### config.mk
export PLATFORM = sky130hd
export DESIGN_NAME = tqpt_slot_cell
export DESIGN_NICKNAME = d
export VERILOG_FILES = /design/src/design/tqpt_pkg.sv /design/src/design/tqpt_slot_cell.sv
export SDC_FILE = /design/constraint.sdc
export NUM_CORES = 1
export LEC_CHECK = 0
export BUFFER_PORTS_ARGS = -buffer_cell sky130_fd_sc_hd__buf_2
export CORE_AREA = 4 4 97 99
export CTS_CLUSTER_DIAMETER = 50
export DETAILED_ROUTE_END_ITERATION = 8
export DIE_AREA = 0 0 101 103
export SLEW_MARGIN = 25
export SYNTH_ARGS = -nofsm -noshare
export SYNTH_HDL_FRONTEND = slang
export SYNTH_SLANG_ARGS = --single-unit
### constraint.sdc
create_clock -name clock -period 5.7 [get_ports clock]
set_clock_uncertainty 0.1 [all_clocks]
set_input_delay 1.14 -clock clock [delete_from_list [all_inputs] [get_ports clock]]
set_output_delay 1.14 -clock clock [all_outputs]
set_load 0.005 [all_outputs]
### src/design/tqpt_pkg.sv
`timescale 1ns / 1ps
package tqpt_pkg;

   // event codes on the result channel
   localparam logic [1:0] EV_MAIN_HIT  = 2'd0;
   localparam logic [1:0] EV_PROB_HIT  = 2'd1;
   localparam logic [1:0] EV_DEMOTE    = 2'd2;
   localparam logic [1:0] EV_PROMOTE   = 2'd3;

   // configuration register indexes
   localparam logic [1:0] CSR_CAPACITY  = 2'd0;
   localparam logic [1:0] CSR_IN_LIMIT  = 2'd1;
   localparam logic [1:0] CSR_OUT_LIMIT = 2'd2;

   localparam int CSR_DATA_BITS = 9;

   localparam logic [8:0] CAPACITY_RESET  = 9'd256;
   localparam logic [7:0] IN_LIMIT_RESET  = 8'd64;
   localparam logic [7:0] OUT_LIMIT_RESET = 8'd128;

   // command broadcast to every resident slot cell
   typedef struct packed {
      logic refresh;      // main hit: move matching page to front
      logic insert;       // place the page at the front of a list
      logic insert_main;  // 1 main list, 0 probation list
      logic full;         // set is full, insert goes into the victim slot
      logic evict_main;   // victim is the main tail
      logic evict_prob;   // victim is the probation tail
   } slot_cmd_type;

   // command broadcast to every history cell
   typedef struct packed {
      logic clear_hit;    // kill a live matching entry
      logic drop_first;   // drop oldest before push (storage full)
      logic write;        // push victim page
      logic drop_second;  // drop oldest after push (over out_limit)
   } hist_cmd_type;

   typedef enum logic [3:0] {
      S_IDLE = 4'b0001,
      S_LOOK = 4'b0010,
      S_ACT  = 4'b0100,
      S_OUT  = 4'b1000
   } state_type;

endpackage

### src/design/tqpt_slot_cell.sv
`timescale 1ns / 1ps
module tqpt_slot_cell #(
   parameter int CELL_INDEX = 0,
   parameter int PAGE_BITS  = 36,
   parameter int AGE_BITS   = 8,
   parameter int CNT_BITS   = 9
) (
   input  logic                     clock,
   input  logic                     reset,
   input  logic [PAGE_BITS-1:0]     page_q,
   input  tqpt_pkg::slot_cmd_type   cmd,
   input  logic [AGE_BITS-1:0]      hit_age,
   input  logic [AGE_BITS-1:0]      main_tail_age,
   input  logic [AGE_BITS-1:0]      prob_tail_age,
   input  logic [CNT_BITS-1:0]      fill_index,
   output logic                     match_main,
   output logic                     match_prob,
   output logic                     tail_main,
   output logic                     tail_prob,
   output logic [AGE_BITS-1:0]      age,
   output logic [PAGE_BITS-1:0]     page
);
   import tqpt_pkg::*;

   logic                 valid_ff, valid_in;
   logic                 main_ff, main_in;
   logic [AGE_BITS-1:0]  age_ff, age_in;
   logic [PAGE_BITS-1:0] page_ff, page_in;
   logic                 match;
   logic                 evict_here;
   logic                 insert_here;

   assign match      = valid_ff && (page_ff == page_q);
   assign match_main = match && main_ff;
   assign match_prob = match && !main_ff;
   assign tail_main  = valid_ff && main_ff && (age_ff == main_tail_age);
   assign tail_prob  = valid_ff && !main_ff && (age_ff == prob_tail_age);
   assign age        = age_ff;
   assign page       = page_ff;

   assign evict_here  = (cmd.evict_main && tail_main) || (cmd.evict_prob && tail_prob);
   assign insert_here = cmd.full ? evict_here
                                 : (fill_index == CNT_BITS'(CELL_INDEX));

   always_comb begin
      valid_in = valid_ff;
      main_in  = main_ff;
      age_in   = age_ff;
      page_in  = page_ff;
      if (cmd.refresh) begin
         if (match_main) begin
            age_in = '0;
         end else if (valid_ff && main_ff && (age_ff < hit_age)) begin
            age_in = age_ff + 1'b1;
         end
      end else if (cmd.insert) begin
         if (insert_here) begin
            valid_in = 1'b1;
            main_in  = cmd.insert_main;
            age_in   = '0;
            page_in  = page_q;
         end else if (valid_ff && (main_ff == cmd.insert_main)) begin
            age_in = age_ff + 1'b1;
         end
      end
   end

   always_ff @(posedge clock) begin
      if (reset) begin
         valid_ff <= 1'b0;
         main_ff  <= 1'b0;
         age_ff   <= '0;
      end else begin
         valid_ff <= valid_in;
         main_ff  <= main_in;
         age_ff   <= age_in;
      end
      page_ff <= page_in;
   end

endmodule

==> run_results.csv <==
group,metric,value,unit
run_status,status,"complete, no violations",
clock_tree,cts_buffers,5,
detailed_routing,vias,2054,
synthesis,ys_ff_latch,46,
synthesis,syn-cell-area,2500,µm²
critical_path,cp_max_fo,3,
clock_tree,clockRootBuffer,"clkbuf_8",
clock_tree,clkSinkCount,46,
clock_tree,post_cts_resize_count,0,
global_routing,antenna_found_initial,0,
global_routing,grt-ovfl-total,0,
timing,fin_tns_setup,0,ns
timing,slew_viol_final,0,
floorplanning,dieHeight,103,µm
floorplanning,initial_utilization,0.292,
timing,fin_crit_sh,0.682,
placement,dpl.hpwl,5490,µm
detailed_routing,ant_nets,0,
detailed_routing,firstDrtPassIters,4,
cells_and_area,layout_commonest_cell,"buf_2",
clock_tree,htree_levels,2,
critical_path,worstPathArrival,2.65,ns
critical_path,crit_type,"input port to output port",
detailed_routing,drc,0,
synthesis,synth_flop_cell,"edfxtp_1",
synthesis,syn_area_per_cell,11.9,µm²
floorplanning,ios,125,
cells_and_area,nFillCells,869,
power,powerDensity,186,nW/µm²
synthesis,synthArstFlopShare,0,
detailed_routing,via_per_inst,4.63,
floorplanning,die-area,10400,µm²
global_routing,grt_first_pass_wirelength,10300,µm
cells_and_area,area_growth,33.2,%
synthesis,synth_edf_count,36,
timing,tightest_slew,0.549,ns
timing,max_slew_margin,0.634,
floorplanning,die_w,101,µm
synthesis,yosysSeqAreaShare,0.513,
power,p_leak,1.53,nW
synthesis,synth_warnings,0,
global_routing,grt_pass1_vias,2028,
power,ir_drop,0.0849,mV
detailed_routing,wl_per_cell,14.6,µm
synthesis,netlist_instances,210,
cells_and_area,antennaDiodeCount,0,
floorplanning,rows,34,
placement,place.gp.congestion,0.766,
global_routing,groute.usage.overall,0.127,
detailed_routing,drtIter0Drc,51,
synthesis,syn_nets,295,
cells_and_area,final_area,3330,µm²
hold_path,hold_class,"flop to flop",
timing,rsz0062_at_grt,"no",
global_routing,grt_max_degree,30,
clock_tree,cts_setup_buffers,0,
critical_path,cp.required,4.46,ns
placement,port_buffers,124,
placement,placed_area,3240,µm²
clock_tree,clk-insertion-delay-late,0.29,ns
timing,setup_violations,0,
cells_and_area,drive_gt1_frac,0.440,
cells_and_area,fin_nets,420,
timing,whs,0.496,ns
detailed_routing,wl,6500,µm
timing,min_period,3.89,ns
clock_tree,clk_pin_slew_worst_paths,0.09,ns
floorplanning,core,8550,µm²
synthesis,synth_cell_types,44,
critical_path,startpoint_type,"input port",
cells_and_area,final_cell_mix,"buf_2, xor2_1, edfxtp_1",
timing,fmax,257,MHz
clock_tree,clock_path_buffers,2,
critical_path,cp-end-kind,"output port",
timing,final_hold_viol_count,0,
clock_tree,hold_buffers,0,
run,maxCapViolCount,0,
clock_tree,cts_tree,"done",
synthesized netlist by cell type (2+ instances only):
cell type   n  area share
ha_1        8       0.040
edfxtp_1   36        0.43
a31oi_1     2      0.0050
and4_1      2      0.0070
xnor2_1    15       0.053
nand3_1     6       0.012
xor2_1     36        0.13
nand2_1     4      0.0060
nor3_1      4      0.0080
and3_2      4       0.012
inv_1      11       0.017
a221o_1     3       0.012
a22o_2      2      0.0080
nor2_1     11       0.017
clkbuf_1    6      0.0090
nand4_1     6       0.015
a21oi_1     2      0.0040
nand2b_1    4       0.010
o21ai_0     3      0.0060
nor4_1     10       0.025
a211o_1     3       0.011
dfxtp_1    10       0.080
state kept, by name, summed over array words and instances (netlist names):
| signal | flops |
|---|---|
| main_ff | 1 |
| valid_ff | 1 |
| age | 8 |
| page | 36 |
routing by layer:
layer	part of all wire	GRT usage
met1	0.43	0.167
met2	0.48	0.213
met3	0.076	0.0250
met4	0.013	0.0348
met5	0	0
per-stage QoR:
stage	power (mW)	setup slack [ns]	instances	util
2_1_floorplan	0.394	1.15	210	-
3_3_place_gp	0.431	1.82	436	0.379
3_5_place_dp	0.433	1.76	436	0.379
4_1_cts	0.629	1.76	444	0.389
5_1_grt	0.652	1.69	444	0.389
6_report	0.620	1.81	444	0.389
final timing paths:
check,start,endpoint,slack [ns],cells after the start
worst max-delay path,page_q[28],match_main,1.81,6
worst min-delay path,valid_ff,valid_ff,0.50,2
worst max register to register,age[4],page[16],3.04,5
worst min register to register,valid_ff,valid_ff,0.50,2
worst max-delay path: stages:
cell	delay (ns)
buf_2	0.11
xnor2_1	0.15
o2111ai_1	0.13
or4_4	0.55
nor4_4	0.39
buf_2	0.18
report_power, final:
group | leakage [nW] | switching, mW | internal, mW | total, mW
combinational | 1.08 | 0.0291 | 0.0337 | 0.0628
clock | 0.0452 | 0.108 | 0.0866 | 0.195
sequential | 0.404 | 0.00105 | 0.361 | 0.362
cells by family after synthesis:
logic type | after synthesis | synth area share
buf+inv | 18 | 0.0300
simple gates | 63 | 0.158
flops | 46 | 0.513
xor+xnor | 51 | 0.179
mux | 2 | 0.00851
fa+ha+maj | 8 | 0.0401
compound gates | 22 | 0.0721
layout make-up:
cell class	count	area [µm²]	share of cell area
clock inverter	2	13.8	0.00413
multi-input combinational	146	1160	0.348
inverter	11	41.3	0.0124
sequential	46	1280	0.385
tap	108	135	0.0406
clock buffer	6	72.6	0.0218
timing repair buffer	125	628	0.189
Power figures use the tool's default switching activity.
