$ cat config.mk
export PLATFORM = sky130hd
export DESIGN_NAME = tqpt_hist_cell
export DESIGN_NICKNAME = d
export VERILOG_FILES = /design/src/design/tqpt_pkg.sv /design/src/design/tqpt_hist_cell.sv
export SDC_FILE = /design/constraint.sdc
export NUM_CORES = 1
export LEC_CHECK = 0
export ABC_CLOCK_PERIOD_IN_PS = 1700
export BUFFER_PORTS_ARGS = -buffer_cell sky130_fd_sc_hd__buf_2
export CAP_MARGIN = 10
export CORE_ASPECT_RATIO = 1.1
export CORE_MARGIN = 3
export CORE_UTILIZATION = 40
export CTS_CLUSTER_DIAMETER = 80
export DETAILED_ROUTE_END_ITERATION = 6
export PLACE_DENSITY_LB_ADDON = 0.3
export SYNTH_ARGS = -nofsm -noshare
export SYNTH_HDL_FRONTEND = slang
export SYNTH_SLANG_ARGS = --single-unit
$ cat constraint.sdc
create_clock -name clock -period 1.7 [get_ports clock]
set_input_delay 0.085 -clock clock [delete_from_list [all_inputs] [get_ports clock]]
set_output_delay 0.085 -clock clock [all_outputs]
set_load 0.02 [all_outputs]
$ cat src/design/tqpt_pkg.sv
`timescale 1ns / 1ps
package tqpt_pkg;

   // event codes on the result channel
   localparam logic [1:0] EV_MAIN_HIT  = 2'd0;
   localparam logic [1:0] EV_PROB_HIT  = 2'd1;
   localparam logic [1:0] EV_DEMOTE    = 2'd2;
   localparam logic [1:0] EV_PROMOTE   = 2'd3;

   // configuration register indexes
   localparam logic [1:0] CSR_CAPACITY  = 2'd0;
   localparam logic [1:0] CSR_IN_LIMIT  = 2'd1;
   localparam logic [1:0] CSR_OUT_LIMIT = 2'd2;

   localparam int CSR_DATA_BITS = 9;

   localparam logic [8:0] CAPACITY_RESET  = 9'd256;
   localparam logic [7:0] IN_LIMIT_RESET  = 8'd64;
   localparam logic [7:0] OUT_LIMIT_RESET = 8'd128;

   // command broadcast to every resident slot cell
   typedef struct packed {
      logic refresh;      // main hit: move matching page to front
      logic insert;       // place the page at the front of a list
      logic insert_main;  // 1 main list, 0 probation list
      logic full;         // set is full, insert goes into the victim slot
      logic evict_main;   // victim is the main tail
      logic evict_prob;   // victim is the probation tail
   } slot_cmd_type;

   // command broadcast to every history cell
   typedef struct packed {
      logic clear_hit;    // kill a live matching entry
      logic drop_first;   // drop oldest before push (storage full)
      logic write;        // push victim page
      logic drop_second;  // drop oldest after push (over out_limit)
   } hist_cmd_type;

   typedef enum logic [3:0] {
      S_IDLE = 4'b0001,
      S_LOOK = 4'b0010,
      S_ACT  = 4'b0100,
      S_OUT  = 4'b1000
   } state_type;

endpackage

$ cat src/design/tqpt_hist_cell.sv
`timescale 1ns / 1ps
module tqpt_hist_cell #(
   parameter int CELL_INDEX = 0,
   parameter int PAGE_BITS  = 36,
   parameter int IDX_BITS   = 7
) (
   input  logic                   clock,
   input  logic                   reset,
   input  logic [PAGE_BITS-1:0]   page_q,
   input  logic [PAGE_BITS-1:0]   push_page,
   input  tqpt_pkg::hist_cmd_type cmd,
   input  logic [IDX_BITS-1:0]    first_idx,
   input  logic [IDX_BITS-1:0]    write_idx,
   input  logic [IDX_BITS-1:0]    second_idx,
   output logic                   match
);
   import tqpt_pkg::*;

   localparam logic [IDX_BITS-1:0] MY_IDX = IDX_BITS'(CELL_INDEX);

   logic                 live_ff, live_in;
   logic [PAGE_BITS-1:0] page_ff, page_in;

   assign match = live_ff && (page_ff == page_q);

   // later operations of the same beat win
   always_comb begin
      live_in = live_ff;
      page_in = page_ff;
      if ((cmd.clear_hit && match) || (cmd.drop_first && first_idx == MY_IDX)) begin
         live_in = 1'b0;
      end
      if (cmd.write && write_idx == MY_IDX) begin
         live_in = 1'b1;
         page_in = push_page;
      end
      if (cmd.drop_second && second_idx == MY_IDX) begin
         live_in = 1'b0;
      end
   end

   always_ff @(posedge clock) begin
      if (reset) begin
         live_ff <= 1'b0;
      end else begin
         live_ff <= live_in;
      end
      page_ff <= page_in;
   end

endmodule

==> results.py, run 1 <==
metrics = {
    "synth": {
        "synth_top_family_by_area": "simple AND/OR/NAND/NOR gates",
        "synthAdderAreaFrac_pct": 0,
        "synthCells": 139,
        "synth.distinct_cells": 28,
        "post_synth_mux_area_share_pct": 0,
        "ys_top_cells_by_area": "edfxtp_1 60%, xnor2_1 11%, nor2b_1 3.8%",
        "synth_area_mm2": 0.00180,
        "synth-compound-area-share_pct": 7.14,
        "yosysMostFrequentCell": "edfxtp_1",
        "synth_edf_count": 36,
        "synth_flop_cell": "edfxtp_1",
        "ys_warn_count": 0,
        "ys_ff_latch": 37,
        "ys_async_sr_fraction_pct": 0,
        "synth-simple-area-share_pct": 18.3,
        "synth_top_area_share_pct": 59.9,
        "yosys.area.top_type": "edfxtp_1",
        "synth_xor_area_share_pct": 11.7,
        "synthesis.nets": 238,
        "ys_top_cells_by_count": "36 x edfxtp_1, 23 x xnor2_1, 11 x nor2b_1, 10 x nand4_1, 9 x inv_1",
        "ys_seq_area_share_pct": 61.0,
        "syn_avg_cell_area_um2": 13.0,
    },
    "sta": {
        "setup_violations": 1,
        "fmax_ghz": 0.522,
        "min_period_ns": 1.92,
        "hold_ws_ns": 0.104,
        "slew_headroom_pct": 73.8,
        "fin_crit_sh_pct": 113,
        "hold_viol": 0,
        "setup_slack_ns": -0.216,
        "worstMarginPinSlew_ns": 0.392,
        "rsz0062_at_grt": "yes",
        "fin_skew_ns": 0.00789,
        "tns_ns": -0.216,
        "maxSlewViolCount": 0,
    },
    "route": {
        "wirelength_um": 4890,
        "drt_first_pass_iters": 4,
        "wire_per_inst_um": 14.3,
        "viasPerCell": 4.87,
        "vias": 1667,
        "drc": 0,
        "drt_iter0_markers": 80,
        "ant_nets": 0,
    },
    "final_layout": {
        "layout-drive-gt1-share_pct": 45.8,
        "diodes": 0,
        "fin_cells": 342,
        "nets": 386,
        "area_growth_pct": 67.5,
        "stdcell_area_mm2": 0.00302,
    },
    "pwr": {
        "ir_worst_vdd_mv": 0.716,
        "power.density_mw_per_mm2": 726,
        "total_leakage_power_nw": 1.24,
    },
    "job": {
        "drv_cap": 0,
    },
    "die": {
        "fp.dieH_um": 76.4,
        "core_area_mm2": 0.00432,
        "die_width_um": 70.0,
        "core.rowCount": 25,
        "io_pins": 100,
        "initial_utilization_pct": 41.8,
        "die_area_mm2": 0.00535,
    },
    "global_route": {
        "antenna_found_initial": 0,
        "grt_pass1_vias": 1795,
        "grt_usage_pct": 18.9,
        "grt_max_degree": 21,
        "gr-total-overflow": 0,
        "grt_pass1_wl_um": 7850,
    },
    "worst_setup_path": {
        "cp.required_ns": 1.62,
        "cp-start-kind": "flop",
        "critPathArrivalTime_ns": 1.83,
        "endpoint_kind": "output port",
        "worst-setup-path-type": "reg2out",
        "crit_path_max_fanout": 2,
    },
    "place": {
        "post-place-ws_ns": -0.114,
        "place_congestion": 0.803,
        "placedCellCount": 297,
        "port-buffer-count": 99,
        "placed_area_mm2": 0.00241,
        "dp_hpwl_um": 3430,
    },
    "clock_tree": {
        "cts.path.max_buffers": 2,
        "clkSlewWorstSetupHoldPaths_ns": 0.08,
        "cts_root_buffer": "clkbuf_8",
        "cts_made_buffers": 5,
        "cts_sinks": 37,
        "cts_tree": "yes",
        "cts.htree.levels": 2,
        "clk-insertion-delay-late_ns": 0.29,
    },
    "worst_hold_path": {
        "holdCritPathClass": "in2reg",
    },
    "outcome": {
        "status": "complete, but fails checks",
        "violations": "negative setup slack",
    },
}
registers in the layout, indices dropped and copies added (netlist names):
name,cells
live_ff,1
page_ff,36
routing by layer:
| layer | GRT usage, % | vias to the layer above | wire [µm] |
|---|---|---|---|
| met5 | 0 | - | 0 |
| met4 | 8.43 | 0 | 129 |
| met3 | 5.67 | 10 | 398 |
| met2 | 34.8 | 82 | 2630 |
| met1 | 19.3 | 742 | 1730 |
| li1 | - | 833 | - |
kinds of logic after synthesis:
| family | after synthesis |
|---|---|
| xor+xnor | 24 |
| flops | 37 |
| simple gates | 51 |
| buf+inv | 9 |
| compound gates | 18 |
where the power goes:
group          switching, mW  internal [mW]  leakage [nW]
logic                 0.0999          0.186         0.835
clock network          0.321          0.583        0.0681
registers            0.00161           1.00         0.332
total                  0.423           1.77          1.24
repair_timing:
| item | in CTS | in global routing |
|---|---|---|
| resized for setup | 10 | 11 |
| hold endpoints to repair | 36 | 0 |
| pin swaps | 8 | 5 |
| setup endpoints to repair | 2 | 2 |
| hold buffers | 36 | 0 |
| setup buffers | 2 | 0 |
final timing paths:
| path | from | end | slack (ns) | cells after the start |
|---|---|---|---|---|
| max | page_ff[22] | match | -0.22 | 6 |
| min | reset | live_ff | 0.10 | 4 |
| max reg2reg | page_ff[23] | live_ff | 0.03 | 6 |
| min reg2reg | page_ff[4] | live_ff | 0.76 | 4 |
critical path, cell delays in order, from the launching register on:
cell and delay, ns:
edfxtp_1 0.41, xnor2_2 0.18, nand4_1 0.14, nor4_2 0.30, nand4_1 0.13, nor4_2 0.18
buf_4 0.19
cells in the final DEF (no fill, tap or decap), types with 2 or more instances in the layout:
cell type,instances
dlygate4sd3_1,36
a2111oi_1,2
bufinv_16,2
nor4_1,4
nand3_1,3
o22ai_1,3
clkbuf_8,5
a21boi_0,2
nor2_1,2
nand2b_1,3
a21oi_1,3
buf_4,7
edfxtp_1,36
xnor2_2,9
nor4_2,3
xnor2_1,14
buf_2,98
inv_1,9
a2111oi_2,2
nand4_1,10
nor2b_1,10
o21ai_0,2
nor4b_1,3
and2b_1,2
nand2_1,2
area by class of cell:
class                   count  area, µm²
repair buffers            141        903
clock inverters             3       65.1
inverters                   9       33.8
flip-flops and latches     37       1100
fillers                   325       1290
clock buffers               5       68.8
well taps                  54       67.6
multi-input cells          93        783
metrics by stage:
| stage | power [mW] | utilization [%] |
|---|---|---|
| after CTS | 2.19 | 69.0 |
| after detailed placement | 1.22 | 55.9 |
| after global placement | 1.22 | 55.9 |
| final | 2.19 | 70.0 |
| after floorplan | 1.09 | - |
| after global routing | 2.26 | 70.0 |
No activity file was read; power rests on OpenSTA's default activity.
==> run 2: changes to the inputs <==
--- a/config.mk
+++ b/config.mk
@@ -14,6 +14,8 @@
 export CTS_CLUSTER_DIAMETER = 80
 export DETAILED_ROUTE_END_ITERATION = 6
 export PLACE_DENSITY_LB_ADDON = 0.3
+export SKIP_CTS_REPAIR_TIMING = 1
+export SLEW_MARGIN = 20
 export SYNTH_ARGS = -nofsm -noshare
 export SYNTH_HDL_FRONTEND = slang
 export SYNTH_SLANG_ARGS = --single-unit
==> run 2 against run 1 <==
The flow still finishes with violations (negative setup slack). Wire length shrank 2.4%. Setup slack worse by 0.017 ns. Non-clock buffer count rose by 1. First-iteration DRC count rose by 43%. Largest cell class unchanged. Largest power group unchanged. Worst hold slack better by 0.013 ns. Combinational power barely moved. Via count barely moved. Sequential share of layout area grew 0.091 points. Global-route usage shrank 3.4 points. Critical path depth is 1 lower.
==> results.py, run 2 (synthesized netlist as in run 1, its figures left out) <==
metrics = {
    "worst_setup_path": {
        "worstRegToRegCells": 6,
        "crit_path_max_fanout": 2,
        "endpoint_kind": "output port",
        "cp_top_family": "simple AND/OR/NAND/NOR gates",
        "cp.required_ns": 1.62,
        "cp-start-kind": "flop",
        "critPathBufInv": 1,
        "critPathArrivalTime_ns": 1.85,
        "slowest_delay_ns": 0.38,
        "worst-setup-path-type": "reg2out",
        "path_depth": 5,
        "crit_chain": "nor2b_1 > a2111oi_1 > nand3_1 > nor4_2 > buf_4",
        "crit_slowest_cell": "edfxtp_1",
    },
    "final_layout": {
        "diodes": 0,
        "reg_top3": "page_ff (36), live_ff (1)",
        "fill_cells": 329,
        "largest_reg_flops": 36,
        "multiInputGateArea_um2": 768,
        "regArea_mm2": 0.00110,
        "layout-drive-gt1-share_pct": 45.0,
        "mostFrequentLayoutCell": "buf_2",
        "area_growth_pct": 67.1,
        "regMostFlops": "page_ff",
        "nets": 387,
        "layout_common_cells": "98 x buf_2, 36 x dlygate4sd3_1, 36 x edfxtp_1",
        "utilization_pct": 69.9,
    },
    "place": {
        "dp_hpwl_um": 3430,
        "port-buffer-count": 99,
        "place_congestion": 0.803,
    },
    "route": {
        "wire_per_inst_um": 13.9,
        "vias": 1666,
        "drt_iter0_markers": 114,
        "wirelength_um": 4770,
        "ant_nets": 0,
        "viasPerCell": 4.86,
        "drt_first_pass_iters": 4,
        "drc": 0,
    },
    "sta": {
        "worstMarginPinSlew_ns": 0.470,
        "fmax_ghz": 0.517,
        "min_period_ns": 1.93,
        "setup_slack_ns": -0.233,
        "maxSlewViolCount": 0,
        "setup_violations": 1,
        "slew_headroom_pct": 67.8,
        "fin_crit_sh_pct": 114,
        "hold_viol": 0,
        "fin_skew_ns": 0.00306,
        "rsz0062_at_grt": "yes",
    },
    "clock_tree": {
        "cts_sinks": 37,
        "cts.htree.levels": 2,
        "cts_tree": "yes",
        "cts.path.max_buffers": 2,
        "clkSlewWorstSetupHoldPaths_ns": 0.07,
        "clk-insertion-delay-late_ns": 0.28,
        "cts_root_buffer": "clkbuf_8",
        "cts_made_buffers": 5,
    },
    "outcome": {
        "status": "complete, but fails checks",
        "violations": "negative setup slack",
    },
    "pwr": {
        "power.density_mw_per_mm2": 721,
        "ir_worst_vdd_mv": 0.631,
        "total_leakage_power_nw": 1.24,
        "power_mw": 2.17,
    },
    "die": {
        "io_pins": 100,
        "die_width_um": 70.0,
        "core.rowCount": 25,
        "fp.dieH_um": 76.4,
        "core_area_mm2": 0.00432,
        "initial_utilization_pct": 41.8,
        "die_area_mm2": 0.00535,
    },
    "global_route": {
        "grt_usage_pct": 15.5,
        "grt_max_degree": 21,
        "antenna_found_initial": 0,
        "gr-total-overflow": 0,
        "grt_pass1_wl_um": 6480,
        "grt_pass1_vias": 1513,
    },
    "job": {
        "drv_cap": 0,
    },
    "worst_hold_path": {
        "min_path_cells": 4,
        "holdCritPathClass": "in2reg",
    },
}
## run 2: cell types whose count changed in the layout (fill, tap and decap cells not counted), sizes merged
| cell | before | now |
|---|---|---|
| buf | 105 | 106 |
## run 2: worst register-to-register path: stages (launching register included)
cell and delay (ns):
edfxtp_1 0.41, xnor2_2 0.17, buf_4 0.13, nand4_1 0.06, or4_4 0.52, nor3b_2 0.19
a21oi_1 0.09
## run 2: layout make-up
cell class	instances	area share, %
sequential	37	36.5
multi-input combinational	93	25.5
inverter	9	1.12
tap	54	2.24
clock buffer	5	2.28
clock inverter	3	2.16
timing repair buffer	142	30.2
## run 2: worst paths after layout
kind	from	endpoint	slack (ns)
worst max-delay path	page_ff[1]	match	-0.23
worst min-delay path	reset	live_ff	0.12
worst max register to register	page_ff[30]	live_ff	0.03
worst min register to register	page_ff[31]	live_ff	0.74
## run 2: through the flow
stage	cell area [µm²]	instances	TNS, ns	hold slack [ns]	worst slack, ns
global placement	2410	297	-0.111	0.262	-0.111
global route	3020	343	-0.437	0.116	-0.375
floorplan	1810	139	0	0.184	0.0556
detailed placement	2410	297	-0.136	0.263	-0.114
finish	3020	343	-0.233	0.117	-0.233
CTS	2550	305	-0.495	-0.0423	-0.462
## run 2: layer usage
layer | wire length (µm) | up-vias | track usage, %
met5 | 0 | - | 0
met4 | 46 | 0 | 5.75
met3 | 370 | 4 | 6.33
met2 | 2590 | 75 | 26.5
met1 | 1760 | 751 | 17.3
li1 | - | 836 | -
## run 2: report_power, final
group	switching [mW]	leakage, nW	internal [mW]
logic	0.0975	0.837	0.186
registers	0.00156	0.332	1.00
clock network	0.304	0.0681	0.583
